File: config.mk
export PLATFORM = sky130hd
export DESIGN_NAME = servo_bus_packet_receiver_top
export DESIGN_NICKNAME = d
export VERILOG_FILES = /design/src/design/sbpr_pkg.sv /design/src/design/sbpr_out_buf.sv /design/src/design/servo_bus_packet_receiver_top.sv
export SDC_FILE = /design/constraint.sdc
export NUM_CORES = 2
export LEC_CHECK = 0
export BUFFER_PORTS_ARGS = -buffer_cell sky130_fd_sc_hd__buf_2
export CORE_UTILIZATION = 65
export CTS_BUF_LIST = sky130_fd_sc_hd__clkbuf_16
export DETAILED_ROUTE_END_ITERATION = 10
export PLACE_DENSITY_LB_ADDON = 0.08
export RECOVER_POWER = 25
export REMOVE_ABC_BUFFERS = 1
export SYNTH_ARGS = -nofsm -noshare
export SYNTH_HDL_FRONTEND = slang
export SYNTH_HIERARCHICAL = 1
export SYNTH_SLANG_ARGS = --single-unit
File: constraint.sdc
create_clock -name clk -period 9.7 [get_ports clk]
set_clock_uncertainty 0.2 [all_clocks]
set_input_delay 0.97 -clock clk [delete_from_list [all_inputs] [get_ports clk]]
set_output_delay 0.97 -clock clk [all_outputs]
set_load 0.01 [all_outputs]
File: src/design/sbpr_pkg.sv
package sbpr_pkg;

	localparam int STORE_DEPTH = 256;
	localparam int ADDR_W      = (STORE_DEPTH > 1) ? $clog2(STORE_DEPTH) : 1;

	localparam logic [7:0] HDR_BYTE   = 8'hFF;
	localparam logic [7:0] MIN_LENGTH = 8'd2;

	localparam int OBUF_DEPTH = 3;
	localparam int OBUF_PTR_W = 2;
	localparam int OBUF_CNT_W = 2;

	typedef enum logic [2:0] {
		PH_HDR1  = 3'd0,
		PH_HDR2  = 3'd1,
		PH_ID    = 3'd2,
		PH_LEN   = 3'd3,
		PH_INSTR = 3'd4,
		PH_BODY  = 3'd5
	} phase_t;

	typedef enum logic {
		KIND_PACKET = 1'b0,
		KIND_READ   = 1'b1
	} result_kind_t;

	typedef enum logic {
		CMD_BYTE = 1'b0,
		CMD_READ = 1'b1
	} command_t;

	localparam logic [1:0] ST_GOOD     = 2'd0;
	localparam logic [1:0] ST_CHECKSUM = 2'd1;
	localparam logic [1:0] ST_OVERFLOW = 2'd2;

	typedef struct packed {
		logic       kind;
		logic [1:0] status;
		logic [7:0] instruction;
		logic [7:0] count;
		logic [7:0] data;
	} out_beat_t;

endpackage

File: src/design/sbpr_out_buf.sv
module sbpr_out_buf (
	input  logic                            clk,
	input  logic                            arst_n,
	input  logic                            push,
	input  sbpr_pkg::out_beat_t             push_beat,
	input  logic                            pop,
	output sbpr_pkg::out_beat_t             head_beat,
	output logic                            head_valid,
	output logic [sbpr_pkg::OBUF_CNT_W-1:0] fill
);
	import sbpr_pkg::*;

	out_beat_t               entries_q [OBUF_DEPTH];
	logic [OBUF_PTR_W-1:0]   wr_ptr_q;
	logic [OBUF_PTR_W-1:0]   rd_ptr_q;
	logic [OBUF_CNT_W-1:0]   cnt_q;
	logic                    do_pop;

	assign head_valid = (cnt_q != '0);
	assign head_beat  = entries_q[rd_ptr_q];
	assign fill       = cnt_q;
	assign do_pop     = pop && head_valid;

	always_ff @(posedge clk) begin
		if (push) begin
			entries_q[wr_ptr_q] <= push_beat;
		end
	end

	always_ff @(posedge clk or negedge arst_n) begin
		if (!arst_n) begin
			wr_ptr_q <= '0;
			rd_ptr_q <= '0;
			cnt_q    <= '0;
		end else begin
			if (push) begin
				wr_ptr_q <= (wr_ptr_q == OBUF_PTR_W'(OBUF_DEPTH - 1)) ? '0 : wr_ptr_q + 1'b1;
			end
			if (do_pop) begin
				rd_ptr_q <= (rd_ptr_q == OBUF_PTR_W'(OBUF_DEPTH - 1)) ? '0 : rd_ptr_q + 1'b1;
			end
			if (push && !do_pop) begin
				cnt_q <= cnt_q + 1'b1;
			end else if (!push && do_pop) begin
				cnt_q <= cnt_q - 1'b1;
			end
		end
	end

endmodule

File: src/design/servo_bus_packet_receiver_top.sv
// An accepted item's result beat is registered in stage s1, then pushed into the output buffer.
// Throughput: one item per cycle unless stalled; the parameter store is one write port and one
// registered read port, and a 3-beat output buffer takes results while out_stall is high.
// in_stall is driven from registers only (buffer fill plus the beat in flight).
// Reset clears the parser to header hunting and own_id to 1; the parameter store is not cleared.
module servo_bus_packet_receiver_top (
	input  logic       clk,
	input  logic       arst_n,
	input  logic       in_valid,
	output logic       in_stall,
	input  logic       command,
	input  logic [7:0] rx_byte,
	input  logic [7:0] read_index,
	input  logic       cfg_valid,
	output logic       cfg_ready,
	input  logic [7:0] cfg_data,
	output logic       out_valid,
	input  logic       out_stall,
	output logic       result_kind,
	output logic [1:0] status,
	output logic [7:0] instruction_code,
	output logic [7:0] param_count,
	output logic [7:0] read_data
);
	import sbpr_pkg::*;

	logic [7:0] own_id_q;

	phase_t     phase_q, phase_d;
	logic [7:0] remain_q, remain_d;
	logic [7:0] sum_q, sum_d;
	logic [7:0] instr_q, instr_d;
	logic [7:0] count_q, count_d;
	logic       ovf_q, ovf_d;

	logic       accept;
	logic       is_read;
	logic       is_byte;
	logic [7:0] remain_dec;
	logic [7:0] pos;
	logic       pos_ok;
	logic       mem_we;
	logic       pkt_done;
	logic [1:0] pkt_status;

	logic [7:0] store_mem [STORE_DEPTH];
	logic [7:0] rdata_s1;

	logic       valid_s1;
	logic       kind_s1;
	logic [1:0] status_s1;
	logic [7:0] instr_s1;
	logic [7:0] count_s1;
	logic       oob_s1;

	out_beat_t             beat_s1;
	out_beat_t             head_beat;
	logic [OBUF_CNT_W-1:0] fill;
	logic [OBUF_CNT_W:0]   pending;

	assign cfg_ready = 1'b1;

	always_ff @(posedge clk or negedge arst_n) begin
		if (!arst_n) begin
			own_id_q <= 8'd1;
		end else if (cfg_valid && cfg_ready) begin
			own_id_q <= cfg_data;
		end
	end

	assign pending  = {1'b0, fill} + {{OBUF_CNT_W{1'b0}}, valid_s1};
	assign in_stall = (pending >= (OBUF_CNT_W + 1)'(OBUF_DEPTH));
	assign accept   = in_valid && !in_stall;
	assign is_read  = accept && (command == CMD_READ);
	assign is_byte  = accept && (command == CMD_BYTE);

	assign remain_dec = remain_q - 8'd1;
	assign pos        = count_q - remain_dec;
	assign pos_ok     = ({1'b0, pos} < 9'(STORE_DEPTH));

	always_comb begin
		phase_d    = phase_q;
		remain_d   = remain_q;
		sum_d      = sum_q;
		instr_d    = instr_q;
		count_d    = count_q;
		ovf_d      = ovf_q;
		mem_we     = 1'b0;
		pkt_done   = 1'b0;
		pkt_status = ST_GOOD;
		case (phase_q)
			PH_HDR2: begin
				phase_d = (rx_byte == HDR_BYTE) ? PH_ID : PH_HDR1;
			end
			PH_ID: begin
				if (rx_byte != HDR_BYTE) begin
					sum_d   = rx_byte;
					instr_d = '0;
					count_d = '0;
					ovf_d   = 1'b0;
					phase_d = (rx_byte == own_id_q) ? PH_LEN : PH_HDR1;
				end
			end
			PH_LEN: begin
				if (rx_byte < MIN_LENGTH) begin
					phase_d = PH_HDR1;
				end else begin
					remain_d = rx_byte;
					count_d  = rx_byte - MIN_LENGTH;
					sum_d    = sum_q + rx_byte;
					phase_d  = PH_INSTR;
				end
			end
			PH_INSTR: begin
				instr_d  = rx_byte;
				sum_d    = sum_q + rx_byte;
				remain_d = remain_dec;
				phase_d  = PH_BODY;
			end
			PH_BODY: begin
				remain_d = remain_dec;
				if (remain_dec != '0) begin
					if (pos_ok) begin
						mem_we = 1'b1;
					end else begin
						ovf_d = 1'b1;
					end
					sum_d = sum_q + rx_byte;
				end else begin
					pkt_done = 1'b1;
					if (rx_byte != ~sum_q) begin
						pkt_status = ST_CHECKSUM;
					end else if (ovf_q) begin
						pkt_status = ST_OVERFLOW;
					end
					phase_d = PH_HDR1;
				end
			end
			default: begin
				phase_d = (rx_byte == HDR_BYTE) ? PH_HDR2 : PH_HDR1;
			end
		endcase
	end

	always_ff @(posedge clk or negedge arst_n) begin
		if (!arst_n) begin
			phase_q  <= PH_HDR1;
			remain_q <= '0;
			sum_q    <= '0;
			instr_q  <= '0;
			count_q  <= '0;
			ovf_q    <= 1'b0;
		end else if (is_byte) begin
			phase_q  <= phase_d;
			remain_q <= remain_d;
			sum_q    <= sum_d;
			instr_q  <= instr_d;
			count_q  <= count_d;
			ovf_q    <= ovf_d;
		end
	end

	always_ff @(posedge clk) begin
		if (is_byte && mem_we) begin
			store_mem[pos[ADDR_W-1:0]] <= rx_byte;
		end
	end

	always_ff @(posedge clk) begin
		if (is_read) begin
			rdata_s1 <= store_mem[read_index[ADDR_W-1:0]];
		end
	end

	always_ff @(posedge clk or negedge arst_n) begin
		if (!arst_n) begin
			valid_s1 <= 1'b0;
		end else begin
			valid_s1 <= is_read || (is_byte && pkt_done);
		end
	end

	always_ff @(posedge clk) begin
		if (accept) begin
			kind_s1   <= is_read ? KIND_READ : KIND_PACKET;
			status_s1 <= pkt_status;
			instr_s1  <= (pkt_status == ST_GOOD) ? instr_q : '0;
			count_s1  <= (pkt_status == ST_GOOD) ? count_q : '0;
			oob_s1    <= !({1'b0, read_index} < 9'(STORE_DEPTH));
		end
	end

	always_comb begin
		beat_s1.kind        = kind_s1;
		beat_s1.status      = (kind_s1 == KIND_READ) ? ST_GOOD : status_s1;
		beat_s1.instruction = (kind_s1 == KIND_READ) ? 8'd0 : instr_s1;
		beat_s1.count       = (kind_s1 == KIND_READ) ? 8'd0 : count_s1;
		beat_s1.data        = ((kind_s1 == KIND_READ) && !oob_s1) ? rdata_s1 : 8'd0;
	end

	sbpr_out_buf u_out_buf (
		.clk        (clk),
		.arst_n     (arst_n),
		.push       (valid_s1),
		.push_beat  (beat_s1),
		.pop        (!out_stall),
		.head_beat  (head_beat),
		.head_valid (out_valid),
		.fill       (fill)
	);

	assign result_kind      = head_beat.kind;
	assign status           = head_beat.status;
	assign instruction_code = head_beat.instruction;
	assign param_count      = head_beat.count;
	assign read_data        = head_beat.data;

endmodule
== Word-level counts from Yosys, hierarchy flattened ==
Memories as Yosys holds them, arrays and structs flattened. A register that Yosys moved wholly into a read port is not among the register bits.
Index checks and enable logic that the tools add are counted.
Word-level totals
  register bits after elaboration: 69
  RAM bits: 2129
  input bits: 30
  output and inout bits: 30
  word-level logic and storage cells: 108
  memories kept: 2
Cells by class
  $add $sub $neg: 9
  magnitude comparators: 2
  equality and inequality tests: 15
  mux-type cells: 37
  bitwise operators: 2
  reductions and logical operators: 27
Memories
  store_mem: depth 256, bits a word 8, rd ports 1, clocked after memory_dff 1, wr ports 1, line servo_bus_packet_receiver_top.sv:46  | logic [7:0] store_mem [STORE_DEPTH];
  u_out_buf.entries_q: depth 3, bits a word 27, rd ports 1, clocked after memory_dff 0, wr ports 1, line sbpr_out_buf.sv:13  | out_beat_t entries_q [OBUF_DEPTH];
Operator list (number)
  2-to-1 mux 8 bit: 9
  case mux 8 bit (2 select lines): 3
  case mux 8 bit (4 select lines): 1
  case mux 3 bit (5 select lines): 1
  2-to-1 mux 2 bit: 7
  2-to-1 mux 1 bit: 13
  nonzero test 2 bit: 5
  2-to-1 mux 3 bit: 3
  AND reduction 3 bit: 3
  adder 8 bit: 1
  == test 8 bit: 1
  == test 8 bit (second input constant): 1
  logical AND 1 bit: 8
  less-than comparator 8 x 2 -> 1 bit (second input constant): 1
  inequality test 2 bit (second input constant): 4
  inequality test 8 bit: 1
  inequality test 8 bit (second input constant): 1
  NOT 8 bit: 1
  nonzero test 8 bit: 1
  subtractor 8 x 1 -> 8 bit (second input constant): 1
  subtractor 8 x 2 -> 8 bit (second input constant): 1
  subtractor 8 bit: 1
  adder 2 x 1 -> 2 bit (second input constant): 3
  == test 3 x 2 -> 1 bit (second input constant): 2
  14 further kinds: 19

== Longest topological paths before layout ==
  depth after elaboration: 8
  depth in mapped cells: 12
  mapped depth without buffers: 11

== By module ==
The synthesis kept the hierarchy.
Modules (own cells, without submodules)
  servo_bus_packet_receiver_top: times used 1, cells each 4126, area an instance 83044.6 sq um, sequential area each 63382.0 sq um
  sbpr_out_buf: times used 1, cells each 197, area an instance 3321.9 sq um, sequential area each 2582.5 sq um

== Worst setup path before layout ==
OpenSTA, ideal clock, no wires.
  kind: register -> register
  from: reg remain_q[2]
  to: mem store_mem[89][0], enable pin
  setup time: 370 ps
  arrival: 3443 ps
  required time: 9130 ps
  path slack: 5687 ps
  stages on the path, launching flop included: 12
  period minus slack after synthesis: 4013 ps
  cells stage by stage: dfrtp_1 or4_1 or2_2 xor2_1 ha_1 clkbuf_1 a31oi_1 a21o_1 a21oi_1 buf_2 nand2_1 nor2_1
Between the ends
  cells in the longest elaborated chain, start to end: 7
Ends and longest elaborated chain
  start, declared: line servo_bus_packet_receiver_top.sv:30  | logic [7:0] remain_q, remain_d;
  start signal, assigned: line servo_bus_packet_receiver_top.sv:155  | remain_q <= remain_d;
  subtractor 8 x 1 -> 8 bit *: line servo_bus_packet_receiver_top.sv:77  | assign remain_dec = remain_q - 8'd1;
  nonzero test 8 bit: line servo_bus_packet_receiver_top.sv:122  | if (remain_dec != '0) begin
  2-to-1 mux 1 bit: line servo_bus_packet_receiver_top.sv:122
  2-to-1 mux 1 bit: line servo_bus_packet_receiver_top.sv:91  | case (phase_q)
  logical AND 1 bit: line servo_bus_packet_receiver_top.sv:164  | if (is_byte && mem_we) begin
  2-to-1 mux 1 bit: line servo_bus_packet_receiver_top.sv:164
  2-to-1 mux 1 bit (implied by the code): line servo_bus_packet_receiver_top.sv:165  | store_mem[pos[ADDR_W-1:0]] <= rx_byte;
  end, declared: line servo_bus_packet_receiver_top.sv:46
Every way passes the cells marked *; elsewhere a longest branch is shown, timed or not.

== Worst setup path after layout ==
  from: in rx_byte[4]
  to: reg remain_q[6]
Between the ends
  cells in the longest elaborated chain, start to end: 3
Ends and longest elaborated chain
  start, declared: line servo_bus_packet_receiver_top.sv:12  | input logic [7:0] rx_byte,
  less-than comparator 8 x 2 -> 1 bit: line servo_bus_packet_receiver_top.sv:105  | if (rx_byte < MIN_LENGTH) begin
  inequality test 2 bit (no line)
  AND reduction 3 bit (no line)
Every way passes these cells.
A chain may end at the register's enable or synchronous reset.

==> impl_results.md <==
- Maximum clock rate: about 0.14 GHz
- Synth cell types: 80
- Worst r2r dst: store_mem[96][5]
- VDD IR max: about 0.19 mV
- Site Rows: about 130
- Tcrit/Tclk final: between 70% and 80%
- Post-CTS Repair Setup Buffers: 0
- Failing checks: max-capacitance violations, max-slew violations
- Die Span X: around 370 um
- DRC Markers: 0
- Pwr/cell area: roughly 220 mW/mm^2
- WL final: between 200000 and 250000 um
- Synth area leaders: edfxtp_1 (75%), mux4_2 (12%), mux2i_1 (2.0%)
- Setup TNS: 0 ns
- Worst R2R Start: u_out_buf/fill[0]
- Post-synthesis register bit count: approximately 2.2k
- WP data arrival: 7.69 ns
- EDFF count, synth: approximately 2.2k
- Fin crit period: 7.17 ns
- Vias: between 40k and 50k
- Layout cell share with drive strength beyond 1: between 15 and 20%
- Clock Path Buffers: 3
- Top cells by count, synth: edfxtp_1 (2155), mux4_2 (451), nor2_1 (284), nand2_1 (186), mux2i_1 (170)
- Area leader, netlist: edfxtp_1
- Max-cap violations: 25
- Largest net degree at the start of global routing: 110
- Placed cell area: between 0.08 and 0.09 sq mm
- Die area: roughly 0.13 sq mm
- CP endpoint kind: flop
- Max Slew Vio Count: ~1.2k
- Initial antenna violation count: 9
- Total CTS buffers: 210
- Post-layout nets: between 4k and 5k
- Top-count cell post-synth: edfxtp_1
- Worst setup path startpoint: rx_byte[4]
- Synth Warn #: 6
- Initial core utilization: approximately two thirds
- GRT overflow: 0
- Top-area cell type share of the netlist area: ~75%
- Clock latency at the later pin of the worst-skew pair: 0.84 ns
- Syn avg cell area: approximately 20 sq um
- CP required: a little over 10 ns
- Register area share after synthesis: about three quarters
- Routability cong.: 0.857
- Core area: 0.132 sq mm
- Cell Area, Synth: 0.0864 sq mm
- First-pass GRT wire length: about 300000 um
- Worst Min Path Start: cfg_data[5]
- Hold path depth: 2
- Post-route cell area: 0.0952 sq mm
- Synth Flop Type: edfxtp_1
- Clock sink count: between 2k and 2.5k
- GRT Total Usage: 31.2%
- IO Pins: 60
- DP HPWL: between 100000 and 150000 um
- H-Tree Depth: 4
- Syn-to-layout area delta: 10.2%
- Final ANT Viol Nets: 0
- R2r worst-path depth: 10
- Avg Vias per Cell: between 6 and 7
- DRT iter0 DRCs: between 6k and 7k
- Max-slew headroom: -235%
- Worst-path clk slew: 0.06 ns
- CTS tree: built
- Crit-path max FO: 85
- Status: finished with violations
- IO Port Bufs: between 50 and 60
- RSZ-0062 raised after global routing: no
- Hold Crit Endpoint: own_id_q[5]
- Root Buffer: clkbuf_16
- Vias in the first global route: ~43k
- FFs w/ async S/R, synth: ~2.3%
- Crit path launch type: input pin
- Die height: approximately 370 um
- Crit Path Category: input pin to flop
- Detailed Routing Iterations Pass 1: 6
- Flop2flop setup slack: roughly 4.2 ns
- Worst-Margin Slew: 5.02 ns
- Leakage: slightly above 0.03 uW
- Hold Path Class: input pin to flop
- Final Hold Fails: 0
- Syn Inst Count: 4323
- Endpoints failing setup: 0
- Routed WL per cell: roughly 33 um
==> power breakdown <==
| group | internal, uW | total [uW] | switching, uW | leakage (uW) |
|---|---|---|---|---|
| logic | 689 | 2310 | 1620 | 0.00674 |
| registers | 10700 | 10800 | 109 | 0.0200 |
| clock network | 4580 | 8060 | 3480 | 0.00349 |
==> per-layer routing <==
layer | GRT usage [%] | vias up | routed length, um
met5 | 0 | - | 55
met4 | 9.49 | 8 | 6270
met3 | 7.55 | 377 | 22200
met2 | 47.1 | 2594 | 97300
met1 | 46.1 | 22936 | 81700
li1 | - | 18012 | -
==> placed cells by master, fill, tap and decap left out, types with 11 or more instances in the layout <==
master / n
a22oi_1: 87
inv_1: 65
o221ai_1: 17
clkbuf_16: 215
nand3_1: 18
buf_2: 46
clkinv_1: 52
nor4_1: 16
clkinv_2: 34
a221oi_1: 11
nor2_1: 280
mux2_2: 13
nor3_1: 31
a21oi_1: 37
bufinv_16: 22
mux4_2: 451
xor2_1: 20
nand2_1: 186
ha_1: 21
nor2b_1: 32
and2_1: 20
o31ai_1: 13
dfrtp_1: 49
a22o_1: 46
buf_4: 71
mux2i_1: 170
xnor2_1: 12
o21ai_0: 49
o22ai_1: 72
a211oi_1: 76
o21ai_1: 27
a31oi_1: 23
edfxtp_1: 2155
clkbuf_1: 27
==> how the worst max path moves through the flow <==
stage | end | slack, ns | cells past startpoint
6_report | remain_q[6] | 2.53 | 9
5_1_grt | sum_q[7] | 2.34 | 9
4_1_cts | store_mem[192][0] | 4.22 | 10
2_1_floorplan | rdata_s1[1] | 5.26 | 7
3_5_place_dp | rdata_s1[7] | 3.68 | 8
3_3_place_gp | rdata_s1[7] | 3.60 | 8
==> registers in the layout (all words and copies together), names as in the netlist, 3 cells and up <==
register             flops
count_q                  8
store_mem             2048
rdata_s1                 8
own_id_q                 8
u_out_buf/entries_q     81
sum_q                    8
instr_q                  8
remain_q                 8
instr_s1                 8
phase_q                  3
count_s1                 8
==> worst max-delay path, stage by stage <==
cell and delay (ns):
clkbuf_1 3.19, clkbuf_1 1.48, nor3_1 0.18, and3_1 0.34, nand2_1 0.08, o211ai_1 0.44, nor2_1 0.48, a22oi_1 0.12
o21ai_0 0.22
==> what timing repair did <==
action                     in CTS  in global routing
gates resized for setup         0                  0
setup endpoints to repair       0                  0
hold endpoints to repair        3                  0
hold buffers                    1                  0
==> layout make-up <==
cell class | count | area, sq um
clock buffers | 215 | 5380
inverters | 19 | 71.3
fillers | 7687 | 36500
well taps | 1755 | 2200
clock inverters | 171 | 1380
repair buffers | 151 | 985
multi-input cells | 1853 | 19200
flip-flops and latches | 2205 | 66000
diodes | 4 | 10.0
==> metrics by stage <==
step	std cells	hold slack (ns)	worst slack [ns]	power (uW)	utilization (%)
after floorplan	4077	0.250	5.26	12200	-
after global placement	5982	0.268	3.60	13200	67.3
after detailed placement	5982	0.280	3.68	13300	67.3
after CTS	6369	0.130	4.22	21200	72.4
after global routing	6369	0.158	2.34	21700	72.3
final	6373	0.174	2.53	21100	72.3
==> cells by family (layout without fill, tap and decap cells) <==
family / after synthesis / after routing / synth area share [%]
mux: 634 / 634 / 13.9
compound gates: 504 / 504 / 4.10
fa+ha+maj: 24 / 24 / 0.364
flops: 2205 / 2205 / 76.4
buf+inv: 267 / 556 / 1.51
xor+xnor: 34 / 34 / 0.382
other cells: 2 / 8 / 0.00870
simple gates: 653 / 653 / 3.36
(Power assumes the default switching activity.)
